File: src/hw/rtl/lufp_pkg.sv
`default_nettype none
// ----------------------------------------------------------------------------
// lufp_pkg
// Shared widths, register indexes, frame positions and reset values for the
// range-finder serial frame parser.
// ----------------------------------------------------------------------------
package lufp_pkg;

	localparam int BYTE_W     = 8;
	localparam int WORD_W     = 16;
	localparam int TEMP_W     = 14;
	localparam int CFG_IDX_W  = 2;
	localparam int CFG_DATA_W = 16;
	localparam int POS_W      = 4;
	localparam int PAYLOAD_N  = 6;
	localparam int PIDX_W     = 3;

	typedef logic [CFG_IDX_W-1:0] cfg_idx_t;

	localparam cfg_idx_t REG_HEADER_VALUE   = 2'd0;
	localparam cfg_idx_t REG_DISTANCE_LIMIT = 2'd1;

	localparam logic [BYTE_W-1:0] HEADER_RESET = 8'd89;
	localparam logic [WORD_W-1:0] LIMIT_RESET  = 16'd300;

	typedef logic [POS_W-1:0] frame_pos_t;

	localparam frame_pos_t POS_HDR0    = 4'd0;
	localparam frame_pos_t POS_HDR1    = 4'd1;
	localparam frame_pos_t POS_PAY_LO  = 4'd2;
	localparam frame_pos_t POS_PAY_HI  = 4'd7;
	localparam frame_pos_t POS_CHKSUM  = 4'd8;

	// Temperature word is raw/8 with this offset removed.
	localparam logic [TEMP_W-1:0] TEMP_OFFSET = 14'd256;

endpackage
`default_nettype wire

File: src/hw/rtl/lidar_uart_frame_parser.sv
`default_nettype none
// ----------------------------------------------------------------------------
// lidar_uart_frame_parser
// Recovers nine-byte range-finder frames from a stream of serial bytes.
// ----------------------------------------------------------------------------
// Usage:
//   Input channel (in_valid/in_ready, rx_byte) takes one received byte per
//   beat. The block hunts for two header bytes equal to header_value, collects
//   six payload bytes, and on the checksum byte emits one result beat on the
//   output channel (out_valid/out_ready): checksum flag, clamped distance,
//   strength and temperature. All other bytes produce no result.
//   Throughput: one byte per cycle while no checksum byte is held. Latency:
//   the result is presented the cycle after the checksum byte is accepted;
//   state and result sit in registers behind one short compare/add/clamp path.
//   Stall: while a result waits, bytes keep being accepted, except a checksum
//   byte, which holds (in_ready low) until the waiting result is taken or is
//   taken in the same cycle.
//   Reset: position returns to header hunt, the running sum clears, the
//   output is empty, and the registers load header 89 and limit 300.
//   Configuration: cfg_we writes cfg_wdata to register cfg_index (0 header
//   value, 1 distance limit); other indexes are ignored. Write while idle.
// ----------------------------------------------------------------------------
module lidar_uart_frame_parser (
	input  wire                              clk,
	input  wire                              arst_n,
	input  wire                              cfg_we,
	input  wire [lufp_pkg::CFG_IDX_W-1:0]    cfg_index,
	input  wire [lufp_pkg::CFG_DATA_W-1:0]   cfg_wdata,
	input  wire                              in_valid,
	output logic                             in_ready,
	input  wire [lufp_pkg::BYTE_W-1:0]       rx_byte,
	output logic                             out_valid,
	input  wire                              out_ready,
	output logic                             checksum_ok,
	output logic [lufp_pkg::WORD_W-1:0]      distance_cm,
	output logic [lufp_pkg::WORD_W-1:0]      signal_strength,
	output logic signed [lufp_pkg::TEMP_W-1:0] temperature_c
);
	import lufp_pkg::*;

	logic [BYTE_W-1:0] header_q;
	logic [WORD_W-1:0] limit_q;
	frame_pos_t        pos_q;
	logic [BYTE_W-1:0] sum_q;
	logic [BYTE_W-1:0] payload_q [PAYLOAD_N];

	logic              out_valid_q;
	logic              chk_ok_q;
	logic [WORD_W-1:0] dist_q;
	logic [WORD_W-1:0] str_q;
	logic [TEMP_W-1:0] temp_q;

	logic              accept;
	logic              hdr_match;
	logic [BYTE_W-1:0] sum_next;
	logic [PIDX_W-1:0] pidx;
	logic [WORD_W-1:0] dist_raw;
	logic [WORD_W-1:0] temp_raw;
	logic [WORD_W-1:0] dist_clamped;
	logic [TEMP_W-1:0] temp_next;

	// Hold a checksum byte while the previous result still waits.
	assign in_ready  = !(pos_q == POS_CHKSUM && out_valid_q && !out_ready);
	assign accept    = in_valid && in_ready;
	assign hdr_match = (rx_byte == header_q);
	assign sum_next  = sum_q + rx_byte;
	assign pidx      = PIDX_W'(pos_q - POS_PAY_LO);

	assign dist_raw     = {payload_q[1], payload_q[0]};
	assign temp_raw     = {payload_q[5], payload_q[4]};
	assign dist_clamped = (dist_raw > limit_q) ? limit_q : dist_raw;
	assign temp_next    = {1'b0, temp_raw[WORD_W-1:3]} - TEMP_OFFSET;

	always_ff @(posedge clk or negedge arst_n) begin
		if (!arst_n) begin
			header_q <= HEADER_RESET;
			limit_q  <= LIMIT_RESET;
		end else if (cfg_we) begin
			case (cfg_index)
				REG_HEADER_VALUE:   header_q <= cfg_wdata[BYTE_W-1:0];
				REG_DISTANCE_LIMIT: limit_q  <= cfg_wdata[WORD_W-1:0];
				default: ;
			endcase
		end
	end

	always_ff @(posedge clk or negedge arst_n) begin
		if (!arst_n) begin
			pos_q <= POS_HDR0;
			sum_q <= '0;
		end else if (accept) begin
			case (pos_q) inside
				POS_HDR0: begin
					if (hdr_match) begin
						sum_q <= rx_byte;
						pos_q <= POS_HDR1;
					end
				end
				POS_HDR1: begin
					if (hdr_match) begin
						sum_q <= sum_next;
						pos_q <= POS_PAY_LO;
					end else begin
						pos_q <= POS_HDR0;
					end
				end
				[POS_PAY_LO:POS_PAY_HI]: begin
					sum_q <= sum_next;
					pos_q <= pos_q + 4'd1;
				end
				POS_CHKSUM: begin
					sum_q <= '0;
					pos_q <= POS_HDR0;
				end
				default: pos_q <= POS_HDR0;
			endcase
		end
	end

	// Payload bytes carry no reset; every slot is written before it is read.
	always_ff @(posedge clk) begin
		if (accept && pos_q >= POS_PAY_LO && pos_q <= POS_PAY_HI) begin
			payload_q[pidx] <= rx_byte;
		end
	end

	always_ff @(posedge clk or negedge arst_n) begin
		if (!arst_n) begin
			out_valid_q <= 1'b0;
		end else if (accept && pos_q == POS_CHKSUM) begin
			out_valid_q <= 1'b1;
		end else if (out_ready) begin
			out_valid_q <= 1'b0;
		end
	end

	always_ff @(posedge clk) begin
		if (accept && pos_q == POS_CHKSUM) begin
			chk_ok_q <= (sum_q == rx_byte);
			dist_q   <= dist_clamped;
			str_q    <= {payload_q[3], payload_q[2]};
			temp_q   <= temp_next;
		end
	end

	assign out_valid       = out_valid_q;
	assign checksum_ok     = chk_ok_q;
	assign distance_cm     = dist_q;
	assign signal_strength = str_q;
	assign temperature_c   = $signed(temp_q);

endmodule
`default_nettype wire

File: config.mk
export PLATFORM = sky130hd
export DESIGN_NAME = lidar_uart_frame_parser
export DESIGN_NICKNAME = d
export VERILOG_FILES = /design/src/hw/rtl/lufp_pkg.sv /design/src/hw/rtl/lidar_uart_frame_parser.sv
export SDC_FILE = /design/constraint.sdc
export NUM_CORES = 1
export LEC_CHECK = 0
export BUFFER_PORTS_ARGS = -buffer_cell sky130_fd_sc_hd__buf_2
export CORE_ASPECT_RATIO = 0.5
export CORE_UTILIZATION = 56
export DETAILED_ROUTE_END_ITERATION = 12
export PLACE_DENSITY = 0.9
export SYNTH_ARGS = -nofsm -noshare
export SYNTH_HDL_FRONTEND = slang
export SYNTH_SLANG_ARGS = --single-unit
File: constraint.sdc
create_clock -name clk -period 10.6 [get_ports clk]
set_clock_uncertainty 0.2 [all_clocks]
set_input_delay 2.12 -clock clk [delete_from_list [all_inputs] [get_ports clk]]
set_output_delay 2.12 -clock clk [all_outputs]
set_load 0.005 [all_outputs]
==> summary by stage, run 1 <==
Run status
The flow ran to the end, and the final reports show no timing, DRC or antenna violations.

STA
The worst pin sits at a relative slew slack of 0.1471. Summed over all failing endpoints, the final setup total negative slack is 0 ps. The slew at the pin with the worst max-slew slack is 1270 ps. The portion of the clock cycle consumed by the worst path in the final layout is 0.4817. The final count of pins violating max slew came to 0.

The clock period minus worst slack is roughly 5100 ps. Setup repair after global routing left no endpoint under its margin. The final count of hold timing violations is 0. In the post-route analysis, the smallest setup slack over all paths is 5494 ps. Setup violations remaining at the end of the flow were counted as 0. For this run, the top clock speed supported by timing is 195.9 MHz.

Critical path
The slack of the worst reg-to-reg path is 7490 ps. The worst setup path is captured at an output port. The maximum net fanout on the critical path is 3.

For the worst setup path, the data arrival time is 2790 ps. The classification of the worst setup path is in -> out. The worst setup path is launched from a primary input.

Data on the critical path is required at its endpoint by between 8000 and 9000 ps.

Floorplan
The starting density of the core is 0.5823. The core area is around 0.0095 mm^2. The number of top-level pins is 80. The height of the die is 72.43 um. After floorplanning, the core was divided into 25 placement rows. The die covers roughly 0.010 mm^2. The die span in x is approximately 140 um.

Clocking
The number of setup buffers added after CTS is 0. Once the clock tree was built, the resizer swapped 0 gates to a different size. The clock passes through at most 2 buffers. TritonCTS built the clock tree. The number of sinks driven by the clock tree is 129. In this run, CTS created clock tree buffers numbering 17. The H-tree level count is 4.

The master cell of the clock root buffer is sky130_fd_sc_hd__clkbuf_16. The clock input transition at the sequential cells of the worst setup and hold paths is roughly 50 ps. The hold buffer count at CTS is 0. The clock reaches the later pin of the worst-skew pair after between 400 and 500 ps.

Layout
The synthesis-to-layout area growth is 20.72%. The filler cells instantiated in the layout total 551. The count of nets after finishing is approximately 520. Of the cells placed in the final design, the portion with a size suffix greater than 1 is 0.3516. The final cell utilization of the core is 0.7030. The post-route cell area is between 0.006 and 0.007 mm^2. The number of inserted diodes is 0.

Global route
The sum of overflow across all layers after global routing is 0. The global routing usage on met1 is 0.3032. For met2 alone, demand over resource in global routing was 0.4031. The total global routing track utilization is 0.2489.

The initial antenna violation count is 0. The global routing stage identified its most utilized layer as met2. The via count of the first global-routing pass is 3524. The global-route track usage on met3 is 0.08845. The maximum number of pins on one net before global-route repair is 38. The first global-routing pass estimated 18300 um of wire.

Placed design
The post-placement setup slack is between 5000 and 6000 ps. In this run the cell area measured after placement is 0.006113 mm^2. The routability congestion estimate is about 0.86.

The number of port buffers is 79. The half-perimeter wire length of the detailed placement result is 7579 um.

Route
The routed wire length is 12070 um. Using the TritonRoute via totals, the vias-per-cell ratio works out to 5.907. The final routed DRC violation total is 0.

In this run the remaining antenna-violating nets after routing total 0. The iteration count of the initial detailed-routing pass is 5. The count of vias placed by the detailed router is 3603. The detailed router finished its first iteration with 326 violations. The wire length per cell after detailed routing is about 20 um.

Synthesis
The number of nets produced by synthesis is 427. The average instance area after synthesis is around 15 um^2. The cell area after synthesis is 0.005555 mm^2. Yosys printed 0 warnings. In this run, synthesis produced a sequential element count of around 130. The share of Yosys cell area claimed by the top area cell type is 0.4973. The biggest area contributor in the post-synthesis netlist is sky130_fd_sc_hd__edfxtp_1. For this run, the register share of the synthesized area comes to 0.6658. Counting instances in the post-synthesis netlist gives the leading cell types as 92 x sky130_fd_sc_hd__edfxtp_1, 30 x sky130_fd_sc_hd__mux2_2, 29 x sky130_fd_sc_hd__dfrtp_1. The library cell with the highest instance count after synthesis is sky130_fd_sc_hd__edfxtp_1. By area the synthesized netlist is led by sky130_fd_sc_hd__edfxtp_1 50%, sky130_fd_sc_hd__dfrtp_1 13%, sky130_fd_sc_hd__ha_1 6.3%.

The cell count after synthesis is between 300 and 400. Synthesis instantiated 47 different standard cells from the library. In this run, synthesis inferred 92 flip-flops with an integrated enable.

Of all flip-flops after synthesis, the portion carrying an async set or reset was 0.2868. The most frequently used flop master after synthesis is sky130_fd_sc_hd__edfxtp_1.

Power
The peak supply drop is around 130 uV. The leakage power summed over all cells is 2.706 nW. The power density normalized to cell area is between 200 and 250 mW/mm^2. The design draws 1.571 mW.

Min path
The tightest min-delay check is of the reg -> reg type.

Job
The reported max-cap violation count is 0.
critical path: stages:
cell                       delay [ps]
sky130_fd_sc_hd__buf_2            100
sky130_fd_sc_hd__nand2b_1         150
sky130_fd_sc_hd__or2_2            290
sky130_fd_sc_hd__buf_2            130
logic make-up after synthesis:
kind of cell,count (synthesis),synth area share
xor+xnor,17,0.02680
compound gates,53,0.06441
buf+inv,33,0.02613
mux,41,0.08964
flops,129,0.6658
fa+ha+maj,29,0.06667
simple gates,65,0.06059
layout by cell type, fill, tap and decap left out, types with 8 or more instances in the layout:
| cell | Yosys | layout |
|---|---|---|
| sky130_fd_sc_hd__nor2_1 | 19 | 18 |
| sky130_fd_sc_hd__buf_2 | 1 | 79 |
| sky130_fd_sc_hd__edfxtp_1 | 92 | 92 |
| sky130_fd_sc_hd__dfrtp_1 | 29 | 29 |
| sky130_fd_sc_hd__mux2_2 | 30 | 30 |
| sky130_fd_sc_hd__inv_1 | 27 | 27 |
| sky130_fd_sc_hd__mux2_4 | 10 | 10 |
| sky130_fd_sc_hd__nand2_1 | 10 | 10 |
| sky130_fd_sc_hd__nor4_1 | 8 | 8 |
| sky130_fd_sc_hd__ha_1 | 28 | 28 |
| sky130_fd_sc_hd__a21oi_1 | 19 | 19 |
| sky130_fd_sc_hd__clkbuf_16 | 0 | 17 |
| sky130_fd_sc_hd__dfstp_2 | 8 | 8 |
| sky130_fd_sc_hd__xor2_1 | 12 | 12 |
registers in the layout, indices dropped and copies added, names as in the netlist:
name,count
pos_q,4
out_valid,1
checksum_ok,1
signal_strength,16
header_q,8
distance_cm,16
limit_q,16
payload_q,45
sum_q,8
temperature_c,14
final cells by class:
cell class                 instances  area (um^2)  area share
tap                              135        168.9     0.02519
inverter                          27        101.3     0.01511
timing repair buffer              83        425.4     0.06343
clock inverter                    13        163.9     0.02444
clock buffer                      18        429.2     0.06399
multi-input combinational        205         1719      0.2563
sequential                       129         3699      0.5515
routing by layer:
metal / vias to the layer above / share of wire
met5: - / 0
li1: 1572 / -
met2: 226 / 0.48
met4: 0 / 0.026
met1: 1769 / 0.39
met3: 36 / 0.10
stage by stage:
step	hold WS, ps	cells
finish	220.9	610
global route	224.2	610
CTS	218.4	610
detailed placement	204.5	579
global placement	200.5	579
floorplan	200.3	367
power breakdown:
| group | total (mW) | internal (mW) | leakage [nW] | switching, mW |
|---|---|---|---|---|
| clock network | 0.582 | 0.368 | 0.276 | 0.214 |
| logic | 0.352 | 0.150 | 1.17 | 0.202 |
| registers | 0.638 | 0.597 | 1.26 | 0.0403 |
| total | 1.57 | 1.12 | 2.71 | 0.456 |
path summary, 6_finish.rpt:
kind                                            endpoint                 startpoint  cells after the start
min                        signal_strength[14]$_DFFE_PP_  payload_q[3][6]$_DFFE_PP_                      0
min reg2reg                signal_strength[14]$_DFFE_PP_  payload_q[3][6]$_DFFE_PP_                      0
max in group asynchronous        limit_q[15]$_DFFE_PN0P_                     arst_n                      1
max reg2reg                     distance_cm[0]$_DFFE_PP_     limit_q[8]$_DFFE_PN1P_                      8
min in group asynchronous        limit_q[13]$_DFFE_PN0P_                     arst_n                      1
max                                             in_ready                  out_ready                      4
(Power assumes the default switching activity.)
==> inputs of run 2 (changes only) <==
- clock period: 10.6 -> 5.1 ns (I/O delays scaled with it)
==> run 2 against run 1 <==
Compared with the run above: cell count rose by 0.16%; setup slack lost 3600 ps; sequential cell count unchanged; via count about the same; power is 100% higher; critical path depth grew 1; largest power group unchanged; count of clock-buffer cells in the layout grew 7; die area stayed put; sequential share of layout area up 0.38 points; largest cell class unchanged; cell area is 0.69% lower; register-to-register slack got worse by 5500 ps.
==> summary by stage, run 2 (synthesis results as in run 1) <==
STA
The post-layout worst setup margin is 1845 ps (-3649 ps). The final setup TNS is 0 ps (unchanged). For this run, the top clock speed supported by timing is 307.2 MHz. The final count of hold timing violations is 0 (unchanged). The count of final setup violators is 0 (unchanged). The final count of pins violating max slew is 0 (unchanged). The worst-case headroom to the max-slew limit is 0.1095 (-0.03760). Setup repair after global routing left no endpoint under its margin.

The slew at the pin with the worst max-slew slack is 1326 ps (+55.96 ps). The clock period minus worst slack is about 3300 ps. The portion of the clock cycle consumed by the worst path in the final layout is 0.6383.

Layout
The synthesis-to-layout area growth is 19.89%. The commonest non-fill, non-tap cell in the layout is sky130_fd_sc_hd__edfxtp_1. The library cells used most frequently in the layout, excluding fill and tap cells, are 92 x sky130_fd_sc_hd__edfxtp_1, 79 x sky130_fd_sc_hd__buf_2, 30 x sky130_fd_sc_hd__mux2_2, 29 x sky130_fd_sc_hd__dfrtp_1, 28 x sky130_fd_sc_hd__ha_1. The final instance count without filler cells is 611 (+0.16%).

The post-route cell area was 0.006660 mm^2 (-0.69%). The number of inserted diodes came to 0 (unchanged). The register name with the most flops is payload_q. The proportion of layout cells with a drive suffix above 1 is 0.3445 (-0.007041). The number of flip-flops under the largest register name came to 45 (unchanged). The count of nets after finishing is 523 (unchanged).

Global route
The total global routing track utilization is 0.2600 (+0.01107). The via count of the first global-routing pass is 3485 (-1.1%). The first-pass GRT wire length is 18820 um (+2.8%). The sum of overflow across all layers after global routing is 0 (unchanged). The initial antenna violation count came to 0 (unchanged). The maximum number of pins on one net before global-route repair is 38 (unchanged).

Placed design
The routability congestion estimate is 0.8448 (-1.3%). The number of port buffers was 79 (unchanged). The cell count after placement is 579 (unchanged). The placed cell area is 0.006113 mm^2 (unchanged). The post-placement setup slack is 1928 ps (-3555 ps). The half-perimeter wire length of the detailed placement result is 7612 um (+0.44%).

Route
The wire length per cell after detailed routing is 20.26 um (+2.4%). The routed wire length came to 12380 um (+2.5%). The iteration-0 DRC count of the detailed router was 328 (+0.61%). The iteration count of the initial detailed-routing pass is 5 (unchanged). The final routed DRC violation total came to 0 (unchanged).

The count of vias placed by the detailed router came to 3602 (-0.028%). The number of vias per cell was 5.895 (-0.19%). The count of antenna-violating nets left after detailed routing is 0 (unchanged).

Job
The reported max-cap violation count is 0 (unchanged).

Critical path
The maximum net fanout on the critical path was 8 (+5). The kind of capture point of the worst setup path is an output port. The classification of the worst setup path is reg -> out. The number of cell instances on the worst register-to-register path is 6 (-2). Grouping stages by cell kind, the critical path spends the most delay in simple AND/OR/NAND/NOR gates. The worst-path cell with the longest stage delay is sky130_fd_sc_hd__dfrtp_1. The worst register-to-register path begins at pos_q[0]$_DFFE_PN0P_. The slack of the worst reg-to-reg path is 1990 ps (-5500 ps). The data required time of the critical path came to 3880 ps (-4400 ps).

In this run the critical register-to-register path is captured at distance_cm[8]$_DFFE_PP_. The count of buffering cells on the critical path with inverters included is 2 (unchanged). The worst setup path is launched from a register.

The delay of the slowest critical-path stage is 480 ps (+190 ps). Walking the worst path, the cells encountered are inv_1 -> ha_1 -> nand3b_1 -> or2_2 -> buf_2. The arrival time of data at the critical path endpoint was 2040 ps (-750 ps).

Clocking
The clock insertion delay at the later pin of the skew report came to 420 ps (about the same). The clock input transition at the sequential cells of the worst setup and hold paths is 60 ps (about the same). The number of buffers inserted to repair setup after CTS is 0 (unchanged).

The hold buffer count at CTS was 0 (unchanged). TritonCTS built the clock tree. The cell sitting at the root of the clock tree is a sky130_fd_sc_hd__clkbuf_16. The post-cts sizing count is 0 (unchanged). The maximum buffer depth of the clock tree is 2 (unchanged). The number of sinks driven by the clock tree is 129 (unchanged).

The H-tree level count is 4 (unchanged). The CTS buffer count is 17 (unchanged).

Power
The switching power of the nets is 0.9335 mW (+100%). The power density normalized to cell area is 478.9 mW/mm^2 (+100%). The cell-internal power is 2.256 mW (+100%). The leakage power summed over all cells is 2.699 nW (-0.28%). The switching power share of the total is 0.2927 (+0.002359).

The total power draw is 3.190 mW (+100%). The combinational share of power came to 0.232 (+0.008). The peak supply drop came to 252.3 uV (+94%). The clock share of power is 0.352 (-0.019). The part of the power in registers is 0.416 (+0.010).

Floorplan
The starting density of the core came to 0.5823 (unchanged). The die span in x is 142.9 um (unchanged). The floorplan row count is 25 (unchanged).

The total die area is 0.01035 mm^2 (unchanged). The height of the die was 72.43 um (unchanged). The core area is 0.009540 mm^2 (unchanged). The number of top-level pins came to 80 (unchanged).

Min path
For hold timing, the worst endpoint is signal_strength[14]$_DFFE_PP_. The worst hold path belongs to the class reg -> reg. The depth of the worst hold-timing path came to 0 (unchanged). The startpoint of the tightest hold check path is payload_q[3][6]$_DFFE_PP_.

Run status
The run finished with clean final reports.
## run 2: changes by cell type in the layout (fill, tap and decap cells not counted), sizes merged
cell / previous run / this run
bufinv: 3 / 1
clkbuf: 18 / 25
clkinvlp: 4 / 1
inv: 28 / 27
## run 2: layout make-up
cell class	instances	area, um^2
tap	135	168.9
timing repair buffer	83	425.4
multi-input combinational	205	1719
clock buffer	25	485.5
fill	549	2880
clock inverter	7	61.31
sequential	129	3699
inverter	27	101.3
## run 2: how the worst max path moves through the flow
| stage | from | to | slack (ps) | depth (start not counted) |
|---|---|---|---|---|
| floorplan | out_ready | checksum_ok$_DFFE_PP_ | 1180 | 3 |
| global placement | rx_byte[0] | sum_q[6]$_DFFE_PN0P_ | 2010 | 9 |
| detailed placement | out_ready | distance_cm[9]$_DFFE_PP_ | 1930 | 5 |
| CTS | pos_q[0]$_DFFE_PN0P_ | in_ready | 1880 | 5 |
| global route | pos_q[0]$_DFFE_PN0P_ | in_ready | 1760 | 5 |
| finish | pos_q[0]$_DFFE_PN0P_ | in_ready | 1840 | 5 |
## run 2: power groups by stage
| stage | clock (mW) | combinational, mW | sequential (mW) |
|---|---|---|---|
| 2_1_floorplan | 0 | 0.555 | 1.31 |
| 3_3_place_gp | 0 | 0.653 | 1.33 |
| 3_5_place_dp | 0 | 0.694 | 1.34 |
| 4_1_cts | 1.13 | 0.725 | 1.32 |
| 5_1_grt | 1.17 | 0.807 | 1.33 |
| 6_report | 1.12 | 0.739 | 1.33 |
## run 2: per-layer routing
| metal | global-route usage | wire length (um) | up-vias |
|---|---|---|---|
| met5 | 0 | 0 | - |
| met3 | 0.07921 | 1020 | 51 |
| met1 | 0.3279 | 5050 | 1733 |
| met2 | 0.4058 | 5825 | 245 |
| met4 | 0.1517 | 483 | 0 |
| li1 | - | - | 1573 |
## run 2: metrics by stage
stage	utilization	hold WS (ps)
finish	0.6981	216.8
CTS	0.6981	216.0
global route	0.6981	218.9
floorplan	-	200.3
detailed placement	0.6408	204.5
global placement	0.6408	200.3
## run 2: worst register-to-register path, delay by kind of cell (launching register included)
family          cells  cell delay (ps)
simple gates        2             1010
fa+ha+maj           1              280
buf+inv             2              570
flops               1              510
compound gates      1              220
==> inputs of run 3 (changes only) <==
- CORE_UTILIZATION: 56 -> 51
- PLACE_DENSITY: 0.9 -> 0.87
- clock period: 5.1 -> 2.8 ns (I/O delays scaled with it)
==> run 3 against run 2 <==
Compared with the run above: sequential cell count stayed put; sequential power is 82% higher; critical path depth stayed put; sequential share of layout area is 1.6 points lower; global-route usage is 1.5 points lower; hold slack worse by 130 ps; non-clock buffer count is 18 higher.
==> summary by stage, run 3 (synthesis results as in run 1) <==
Critical path
The startpoint identified for the worst register-to-register timing path is limit_q[3]$_DFFE_PN1P_. The classification of the worst setup path is reg -> out. The slack of the worst reg-to-reg path is 100 ps (-1890 ps).

The worst setup path is captured at an output port. The data required time of the critical path is 2040 ps (-1840 ps). The terminus of the critical flop-to-flop path is distance_cm[8]$_DFFE_PP_.

The worst setup path is launched from a register. The number of cell instances on the worst register-to-register path was 8 (+2). The maximum net fanout on the critical path is 8 (unchanged). The arrival time of data at the critical path endpoint is 2000 ps (-40 ps).

Floorplan
The floorplan row count is 26 (+4.0%). The starting density of the core came to 0.5337 (-0.04864). The number of top-level pins was 80 (unchanged).

The height of the die is 75.80 um (+4.7%). The core area was 0.01041 mm^2 (+9.1%). The die span in x is 149.6 um (+4.7%).

The total die area is 0.01134 mm^2 (+9.6%).

Layout
The number of inserted diodes was 0 (unchanged). The filler cell count is 648 (+18%). The final cell utilization of the core is 0.6593 (-0.03884). The register name with the most flops is payload_q.

The final instance count without filler cells is 634 (+3.8%). The post-route cell area is 0.006863 mm^2 (+3.0%). The commonest non-fill, non-tap cell in the layout is sky130_fd_sc_hd__edfxtp_1.

Leaving out fill and tap cells, the most frequent cells in the layout are 92 x sky130_fd_sc_hd__edfxtp_1, 79 x sky130_fd_sc_hd__buf_2, 30 x sky130_fd_sc_hd__mux2_2, 28 x sky130_fd_sc_hd__ha_1, 28 x sky130_fd_sc_hd__dfrtp_1. The proportion of layout cells with a drive suffix above 1 is 0.3806 (+0.03603). The area of combinational cells with multiple inputs is 0.001719 mm^2 (unchanged). The synthesis-to-layout area growth is 23.54%. The count of nets after finishing is 541 (+3.4%).

The area of all sequential standard cells came to 0.003700 mm^2 (about the same). The number of flip-flops under the largest register name is 45 (unchanged).

STA
The final count of pins violating max slew came to 0 (unchanged). The clock period could shrink to 2764 ps. The portion of the clock cycle consumed by the worst path in the final layout is 0.9870. The worst-case headroom to the max-slew limit came to 0.3644 (+0.2549). The timing-limited maximum frequency is between 300 and 400 MHz. The count of final setup violators is 0 (unchanged). The final count of hold timing violations is 0 (unchanged). The slew at the pin with the worst max-slew slack was 953.4 ps (-372.1 ps).

Power
The leakage power summed over all cells is 2.801 nW (+3.8%). The peak supply drop is 587.9 uV (+130%). The power density normalized to cell area came to 890.2 mW/mm^2 (+86%).

Run status
The flow ran to the end, and the final reports show no timing, DRC or antenna violations.

Placed design
The number of port buffers is 79 (unchanged). The half-perimeter wire length of the detailed placement result was 8298 um (+9.0%). The routability congestion estimate came to 0.8584 (+1.6%). The placed cell area came to 0.006240 mm^2 (+2.1%). The cell count after placement is 600 (+3.6%).

Clocking
The number of sinks driven by the clock tree came to 129 (unchanged). The maximum buffer depth of the clock tree is 2 (unchanged). The master cell of the clock root buffer is sky130_fd_sc_hd__clkbuf_16. The clock insertion delay at the later pin of the skew report is 410 ps (about the same). The H-tree level count came to 4 (unchanged). The hold buffer count at CTS is 0 (unchanged). The CTS buffer count was 17 (unchanged).

The clock input transition at the sequential cells of the worst setup and hold paths was 60 ps (about the same). The CTS tree is yes.

Global route
The maximum number of pins on one net before global-route repair came to 38 (unchanged). The initial antenna violation count is 0 (unchanged). The sum of overflow across all layers after global routing is 0 (unchanged). The via count of the first global-routing pass is 3698 (+6.1%). The total global routing track utilization is 0.2448 (-0.01515). The first-pass GRT wire length was 19800 um (+5.2%).

Route
The number of vias per cell is 5.737 (-2.7%). The wire length per cell after detailed routing is 20.71 um (+2.2%). The count of antenna-violating nets left after detailed routing was 0 (unchanged).

The iteration count of the initial detailed-routing pass was 5 (unchanged). The routed wire length is 13130 um (+6.1%). The count of vias placed by the detailed router is 3637 (+0.97%). The final routed DRC violation total is 0 (unchanged).

The iteration-0 DRC count of the detailed router was 459 (+40%).

Job
The reported max-cap violation count was 0 (unchanged).

Min path
The min-delay analysis places its worst path in the category in -> async.
==> run 3: cell types whose count changed in the layout (fill, tap and decap cells not counted), sizes merged <==
cell / previous run / this run
clkbuf: 25 / 18
clkinvlp: 1 / 3
inv: 27 / 32
buf: 83 / 101
clkinv: 5 / 3
bufinv: 1 / 3
==> run 3: cell type report <==
class | instances | share of cell area
Clock inverter | 14 | 0.02589
Multi-Input combinational cell | 205 | 0.2505
Inverter | 27 | 0.01477
Timing Repair Buffer | 101 | 0.08168
Clock buffer | 18 | 0.06253
Sequential cell | 129 | 0.5391
Tap cell | 140 | 0.02552
==> run 3: stage by stage <==
step / setup TNS, ps / setup slack (ps) / total power, mW / hold slack [ps]
floorplan: 0 / 270.8 / 3.398 / 64.41
global placement: 0 / 257.2 / 3.683 / 201.5
detailed placement: 0 / 154.0 / 3.763 / 204.5
CTS: 0 / 20.57 / 6.081 / 103.6
global route: -9.350 / -9.350 / 6.357 / 131.7
finish: 0 / 36.32 / 6.109 / 89.91
==> run 3: repair_timing <==
action | 4_1_cts | 5_1_grt
setup buffers | 0 | 2
gates resized for setup | 1 | 1
hold endpoints to repair | 0 | 0
endpoints found under the setup margin | 1 | 1
==> run 3: power by group <==
part	internal [mW]	switching, mW
clock	1.41	0.856
combinational	0.624	0.796
sequential	2.26	0.159
==> run 3: worst max path at each step <==
stage	end	slack [ps]	depth (start not counted)	start
after CTS	in_ready	20	5	pos_q[0]$_DFFE_PN0P_
after detailed placement	distance_cm[3]$_DFFE_PP_	150	9	limit_q[8]$_DFFE_PN1P_
final	in_ready	40	5	pos_q[0]$_DFFE_PN0P_
after floorplan	distance_cm[10]$_DFFE_PP_	270	9	limit_q[8]$_DFFE_PN1P_
after global routing	in_ready	-9	5	pos_q[0]$_DFFE_PN0P_
after global placement	distance_cm[0]$_DFFE_PP_	260	9	limit_q[8]$_DFFE_PN1P_
==> run 3: worst max-delay path, cell delays in order, from the launching register on <==
cell                       delay (ps)
sky130_fd_sc_hd__dfrtp_1          500
sky130_fd_sc_hd__inv_2            170
sky130_fd_sc_hd__ha_1             270
sky130_fd_sc_hd__nand3b_1         180
sky130_fd_sc_hd__or2_2            340
sky130_fd_sc_hd__buf_2            140
==> run 3: layer usage <==
layer | track usage | up-vias | part of all wire
met2 | 0.4105 | 214 | 0.49
li1 | - | 1601 | -
met5 | 0 | - | 0
met1 | 0.2980 | 1782 | 0.39
met3 | 0.07545 | 40 | 0.095
met4 | 0.1134 | 0 | 0.026
